[config.mk]
export PLATFORM = sky130hd
export DESIGN_NAME = rrc_cover
export DESIGN_NICKNAME = d
export VERILOG_FILES = /design/src/rtl/core/rrc_pkg.sv /design/src/rtl/core/rrc_cover.sv
export SDC_FILE = /design/constraint.sdc
export NUM_CORES = 1
export LEC_CHECK = 0
export CAP_MARGIN = 20
export CORE_ASPECT_RATIO = 0.9
export CORE_MARGIN = 10
export CORE_UTILIZATION = 60
export DETAILED_ROUTE_END_ITERATION = 8
export DONT_BUFFER_PORTS = 1
export GPL_TIMING_DRIVEN = 1
export PLACE_DENSITY = 0.79
export REMOVE_ABC_BUFFERS = 1
export SLEW_MARGIN = 10
export SYNTH_ARGS = -nofsm -noshare
export SYNTH_HDL_FRONTEND = slang
export SYNTH_SLANG_ARGS = --single-unit
[constraint.sdc]
create_clock -name vclk -period 3.6
set_input_delay 0 -clock vclk [all_inputs]
set_output_delay 0 -clock vclk [all_outputs]
set_load 0.02 [all_outputs]
[src/rtl/core/rrc_pkg.sv]
// rrc_pkg: shared types and constants for the rectangle raster canvas core
// holds function codes, register indexes, fsm encoding and the bound/cover structs
// no dependencies
package rrc_pkg;

  // fixed point: 8 fraction bits, one unit is 256
  localparam int FRAC_W   = 8;
  localparam int ONE_UNIT = 256;

  // widths fixed by the item fields
  localparam int COORD_W = 24;
  localparam int CFG_W   = 9;
  localparam int CHAR_W  = 8;
  localparam int IDX_W   = 2;

  // internal coordinate width, holds any edge sum and difference
  localparam int D_W = 27;

  // shape type bytes
  localparam logic [CHAR_W-1:0] SHAPE_OUTLINE = 8'h72;
  localparam logic [CHAR_W-1:0] SHAPE_FILLED  = 8'h52;

  // function codes
  localparam logic [1:0] FUNC_CLEAR = 2'd0;
  localparam logic [1:0] FUNC_DRAW  = 2'd1;
  localparam logic [1:0] FUNC_READ  = 2'd2;

  // configuration register indexes
  localparam logic [IDX_W-1:0] REG_WIDTH  = 2'd0;
  localparam logic [IDX_W-1:0] REG_HEIGHT = 2'd1;
  localparam logic [IDX_W-1:0] REG_BG     = 2'd2;

  // reset values of the configuration registers
  localparam logic [CFG_W-1:0]  WIDTH_RST  = 9'd300;
  localparam logic [CFG_W-1:0]  HEIGHT_RST = 9'd300;
  localparam logic [CHAR_W-1:0] BG_RST     = 8'd32;

  typedef enum logic [3:0] {
    ST_IDLE  = 4'b0001,
    ST_SWEEP = 4'b0010,
    ST_READ  = 4'b0100,
    ST_RESP  = 4'b1000
  } state_t;

  // closed rectangle edges in fixed point
  typedef struct packed {
    logic signed [D_W-1:0] x0;
    logic signed [D_W-1:0] x1;
    logic signed [D_W-1:0] y0;
    logic signed [D_W-1:0] y1;
  } bounds_t;

  // cover class of one cell
  typedef struct packed {
    logic covered;
    logic border;
  } cover_t;

endpackage

[src/rtl/core/rrc_cover.sv]
// rrc_cover: classifies one canvas cell against a rectangle (outside, interior, border)
// depends on rrc_pkg for bounds_t, cover_t and the fixed point constants
module rrc_cover import rrc_pkg::*; #(
  parameter int CW = 9
) (
  input  logic [CW-1:0] col,
  input  logic [CW-1:0] row,
  input  bounds_t       bounds,
  output cover_t        cov
);

  logic signed [D_W-1:0] px;
  logic signed [D_W-1:0] py;
  logic signed [D_W-1:0] dx0;
  logic signed [D_W-1:0] dx1;
  logic signed [D_W-1:0] dy0;
  logic signed [D_W-1:0] dy1;
  logic signed [D_W-1:0] unit;

  // cell position in fixed point
  assign px   = $signed({{(D_W-CW-FRAC_W){1'b0}}, col, {FRAC_W{1'b0}}});
  assign py   = $signed({{(D_W-CW-FRAC_W){1'b0}}, row, {FRAC_W{1'b0}}});
  assign unit = $signed(D_W'(ONE_UNIT));

  // distances to each edge
  assign dx0 = px - bounds.x0;
  assign dx1 = bounds.x1 - px;
  assign dy0 = py - bounds.y0;
  assign dy1 = bounds.y1 - py;

  // inside the closed rectangle, border when under one unit from an edge
  assign cov.covered = !dx0[D_W-1] && !dx1[D_W-1] && !dy0[D_W-1] && !dy1[D_W-1];
  assign cov.border  = (dx0 < unit) || (dx1 < unit) || (dy0 < unit) || (dy1 < unit);

endmodule

* Word-level counts from Yosys, hierarchy flattened
Index checks and enable logic that the tools add are counted.
** Storage, ports and cells
- Register bits after elaboration :: 0
- Bits in latches :: 0
- RAM bits :: 0
- ROM bits :: 0
- Output and inout bits :: 2
- Logic and storage cells :: 18
- Memories kept :: 0
** Operators by class
- Add/subtract/negate cells :: 4
- $mul :: 0
- Divide/modulo/power cells :: 0
- $lt $le $gt $ge :: 4
- Equality and inequality tests :: 0
- Shift-type cells :: 0
- Multiplexer cells :: 0
- Bitwise operators :: 0
- Reductions and logical operators :: 10
** Operators by type and width (number)
- $lt 27x10->1 const B :: 4
- $sub 18x27->27 :: 2
- $sub 27x18->27 :: 2
- $logic_not 1->1 :: 4
- $logic_and 1x1->1 :: 3
- $logic_or 1x1->1 :: 3

* Logic depth before layout (Yosys ltp)
- Depth in word-level cells :: 5
- Mapped depth :: 12
- Mapped depth without buffers :: 12

* Worst setup path after synthesis
No wires, ideal clock.
- Path type :: input-to-output
- Start :: input bounds[62] (netlist name)
- End :: output cov[0] (netlist name)
- Data arrival time :: 2369 ps
- Setup slack :: 1231 ps
- Stages :: 11
- Path buffers :: 0
- Cell sequence :: inv_1 -> ha_1 -> inv_1 -> fa_1 -> a21o_1 -> a211oi_1 -> and2_1 -> mux2_2 -> or4_1 -> o31ai_1 -> a211o_1
** RTL lines
- start, declared :: RTL line rrc_cover.sv:8 : input bounds_t bounds,
- end, declared :: RTL line rrc_cover.sv:9 : output cover_t cov

==> PnR_summary.wiki <==
{| class="wikitable"
! Metric !! Value
|-
| Result of the run || finished clean
|-
| WL per Instance || 17.8 um
|-
| Final-report max-slew violation count || 0
|-
| Fill cells || 403
|-
| Area growth from synthesis to final layout || 1.61%
|-
| Most frequent cell on the critical path || sky130_fd_sc_hd__inv_1
|-
| Category of cells accounting for the largest share of critical-path delay || compound AO/OA/AOI/OAI gates
|-
| Worst-case headroom to the max-slew limit || 54.8%
|-
| Buffers & Inverters on Critical Path || 2
|-
| Achievable frequency || 353 MHz
|-
| Cells along the critical path || inv_1 > ha_1 > inv_1 > fa_1 > a21o_1 > a211oi_1 > and2_1 > mux2_2 > or4_1 > o31ai_1 > a211o_1
|-
| Synthesized area per cell || 6.93 sq um
|-
| Cts hold-fix bufs || 0
|-
| Max-cap check violation count || 0
|-
| Placeable core region || 4100 sq um
|-
| Critical path start-end classification || primary input to output pin
|-
| Final min period || 2.83 ns
|-
| Kind of launch point of the worst setup path || primary input
|-
| Initial antenna violation count || 0
|-
| Final-layout clock buffer total || 0
|-
| Register area share after synthesis || 0%
|-
| IO Port Bufs || 0
|-
| Share of Yosys cell area claimed by the top area cell type || 17.6%
|-
| Setup repair after global routing missed its margin || false
|-
| Post-CTS Setup Repair Bufs || 0
|-
| Combined area of all synthesized cells || 2560 sq um
|-
| Post-detailed-routing wire length || 7.35 mm
|-
| Peak ir drop on the vdd network || 0.0623 mV
|-
| Arrival time of the worst setup path || 2.83 ns
|-
| Number of ports placed on the die boundary || 128
|-
| Post-detailed-route count of antenna-violating nets || 0
|-
| Sum of negative setup slack || 0 ns
|-
| Number of global-route vias before repair || 2594
|-
| Width of the die || 88.9 um
|-
| First-pass GRT wire length || 11.5 mm
|-
| Largest fanout of any net on the critical path || 3
|-
| Post-Place Cell Area || 2600 sq um
|-
| Yosys warning total || 0
|-
| Net count of the finished layout || 531
|-
| Crit-path slowest cell || sky130_fd_sc_hd__a211oi_1
|-
| Cell type contributing the most total cell area after synthesis || sky130_fd_sc_hd__ha_1
|-
| Number of iterations in the first detailed-routing pass || 5
|-
| Pin count of the biggest net entering global routing || 10
|-
| Number of hold violations in the final report || 0
|-
| Number of placement rows || 22
|-
| Area of the die || 7290 sq um
|-
| Total vias in the final route || 2771
|-
| Initial core utilization || 62.5%
|-
| Kind of end point of the critical path || output pin
|-
| Placed wire-length estimate || 6.51 mm
|-
| Total area of sequential cells || 0 sq um
|-
| Count of distinct cell types in the synthesized netlist || 64
|-
| Post-detailed-route DRC marker count || 0
|-
| Type of the most critical hold path || primary input to output pin
|-
| P_leak || 1.13 nW
|-
| Gr ovfl total || 0
|-
| Fin crit share || 78.7%
|-
| Via count normalized by instance count || 6.71
|-
| Proportion of layout cells with a drive suffix above 1 || 3.29%
|-
| Diode insertion count for antenna repair || 0
|-
| Required time at the worst-slack endpoint || 3.60 ns
|-
| Pin slew with the least headroom to its limit || 0.671 ns
|-
| Power density of the placed cells || 133 nW/um^2
|-
| Combined global-route utilization of all metal layers || 18.5%
|-
| Placer Congestion || 0.995
|-
| Sequential cell count of the final layout || 0
|-
| Die height || 82.0 um
|-
| Final setup violating endpoints || 0
|-
| Design area || 2600 sq um
|-
| Instance count of the mapped netlist || 370
|-
| Post-cts resize count || 0
|-
| Maximum cell stage delay along the critical path || 0.41 ns
|-
| Leading cell types by total area after synthesis || sky130_fd_sc_hd__ha_1, sky130_fd_sc_hd__inv_1, sky130_fd_sc_hd__nor2_1
|-
| Detailed Route Iter0 Violations || 138
|}
-- layout by cell type, fill, tap and decap left out, types with 3 or more instances in the layout --
master,netlist,layout
sky130_fd_sc_hd__o31ai_1,9,9
sky130_fd_sc_hd__a211o_1,4,4
sky130_fd_sc_hd__a21oi_1,21,21
sky130_fd_sc_hd__nor2_1,31,31
sky130_fd_sc_hd__nand4_1,6,6
sky130_fd_sc_hd__or4_1,9,9
sky130_fd_sc_hd__o2111ai_1,4,4
sky130_fd_sc_hd__a311oi_1,3,3
sky130_fd_sc_hd__nor3b_1,3,3
sky130_fd_sc_hd__nor2b_1,7,7
sky130_fd_sc_hd__nand2_1,13,13
sky130_fd_sc_hd__mux2i_1,10,10
sky130_fd_sc_hd__a211oi_1,6,6
sky130_fd_sc_hd__mux2_2,3,3
sky130_fd_sc_hd__nor3_1,14,14
sky130_fd_sc_hd__and4_1,3,3
sky130_fd_sc_hd__nand3_1,10,10
sky130_fd_sc_hd__inv_1,48,48
sky130_fd_sc_hd__and2_1,4,4
sky130_fd_sc_hd__a31oi_1,4,4
sky130_fd_sc_hd__o21a_1,6,6
sky130_fd_sc_hd__a2111oi_0,4,4
sky130_fd_sc_hd__o2111a_1,3,3
sky130_fd_sc_hd__nor4_1,10,10
sky130_fd_sc_hd__or2_2,3,3
sky130_fd_sc_hd__a21o_1,5,5
sky130_fd_sc_hd__or3_1,6,6
sky130_fd_sc_hd__o211ai_1,3,3
sky130_fd_sc_hd__xor2_1,6,6
sky130_fd_sc_hd__nand2b_1,7,7
sky130_fd_sc_hd__o21ai_0,13,13
sky130_fd_sc_hd__ha_1,36,36
sky130_fd_sc_hd__xnor2_1,9,9
sky130_fd_sc_hd__and3_1,5,5
-- area by class of cell --
type | instances | area [sq um] | area share [%]
Multi-Input combinational cell | 317 | 2360 | 90.8
Inverter | 48 | 180 | 6.92
Tap cell | 48 | 60.1 | 2.31
-- cell families (layout without fill, tap and decap cells) --
kind of cell	Yosys count	after routing	share of synthesized area, %
AO/OA/AOI/OAI	110	110	31.9
XOR/XNOR	15	15	5.13
adder cells (fa/ha/maj)	38	38	19.1
buffers and inverters	53	48	7.76
multiplexers	14	14	5.66
AND/OR/NAND/NOR	140	140	30.4
-- stage by stage --
| stage | util [%] | power (mW) | instances | setup WS [ns] | hold slack [ns] |
|---|---|---|---|---|---|
| 2_1_floorplan | - | 0.282 | 365 | 1.23 | 0.271 |
| 6_report | 63.5 | 0.347 | 413 | 0.765 | 0.314 |
| 3_3_place_gp | 63.5 | 0.333 | 413 | 0.865 | 0.336 |
| 5_1_grt | 63.5 | 0.388 | 413 | 0.604 | 0.328 |
| 3_5_place_dp | 63.5 | 0.341 | 413 | 0.823 | 0.326 |
| 4_1_cts | 63.5 | 0.343 | 413 | 0.797 | 0.326 |
-- synthesized netlist by cell type (4+ instances only) --
| library cell | instances |
|---|---|
| sky130_fd_sc_hd__mux2i_1 | 10 |
| sky130_fd_sc_hd__nor2b_1 | 7 |
| sky130_fd_sc_hd__ha_1 | 36 |
| sky130_fd_sc_hd__o31ai_1 | 9 |
| sky130_fd_sc_hd__a31oi_1 | 4 |
| sky130_fd_sc_hd__nor4_1 | 10 |
| sky130_fd_sc_hd__o21a_1 | 6 |
| sky130_fd_sc_hd__and2_1 | 4 |
| sky130_fd_sc_hd__and3_1 | 5 |
| sky130_fd_sc_hd__inv_1 | 48 |
| sky130_fd_sc_hd__a21oi_1 | 21 |
| sky130_fd_sc_hd__a2111oi_0 | 4 |
| sky130_fd_sc_hd__a211o_1 | 4 |
| sky130_fd_sc_hd__nor3_1 | 14 |
| sky130_fd_sc_hd__xnor2_1 | 9 |
| sky130_fd_sc_hd__nand2_1 | 13 |
| sky130_fd_sc_hd__a211oi_1 | 6 |
| sky130_fd_sc_hd__or3_1 | 6 |
| sky130_fd_sc_hd__clkbuf_1 | 5 |
| sky130_fd_sc_hd__nor2_1 | 31 |
| sky130_fd_sc_hd__or4_1 | 9 |
| sky130_fd_sc_hd__a21o_1 | 5 |
| sky130_fd_sc_hd__o21ai_0 | 13 |
| sky130_fd_sc_hd__nand3_1 | 10 |
| sky130_fd_sc_hd__xor2_1 | 6 |
| sky130_fd_sc_hd__nand4_1 | 6 |
| sky130_fd_sc_hd__nand2b_1 | 7 |
| sky130_fd_sc_hd__o2111ai_1 | 4 |
-- path summary, 6_finish.rpt --
kind                     from  endpoint  slack (ns)  cells past startpoint
hold / removal    bounds[107]    cov[1]        0.31                      2
setup / recovery   bounds[62]    cov[0]        0.77                     11
-- metal layers --
metal / global-route usage [%] / vias up / share of wire [%] / routed length, um
met5: 0 / - / 0 / 0
met4: 1.61 / 0 / 0.87 / 64
met3: 4.75 / 6 / 11 / 839
met2: 32.0 / 112 / 47 / 3470
met1: 23.2 / 1242 / 40 / 2970
li1: - / 1411 / - / -
-- power by group --
group | total, mW | switching (mW) | internal (mW)
clock network | 0 | 0 | 0
registers | 0 | 0 | 0
logic | 0.347 | 0.193 | 0.154
Note: power is estimated with default switching activity, not from simulation.
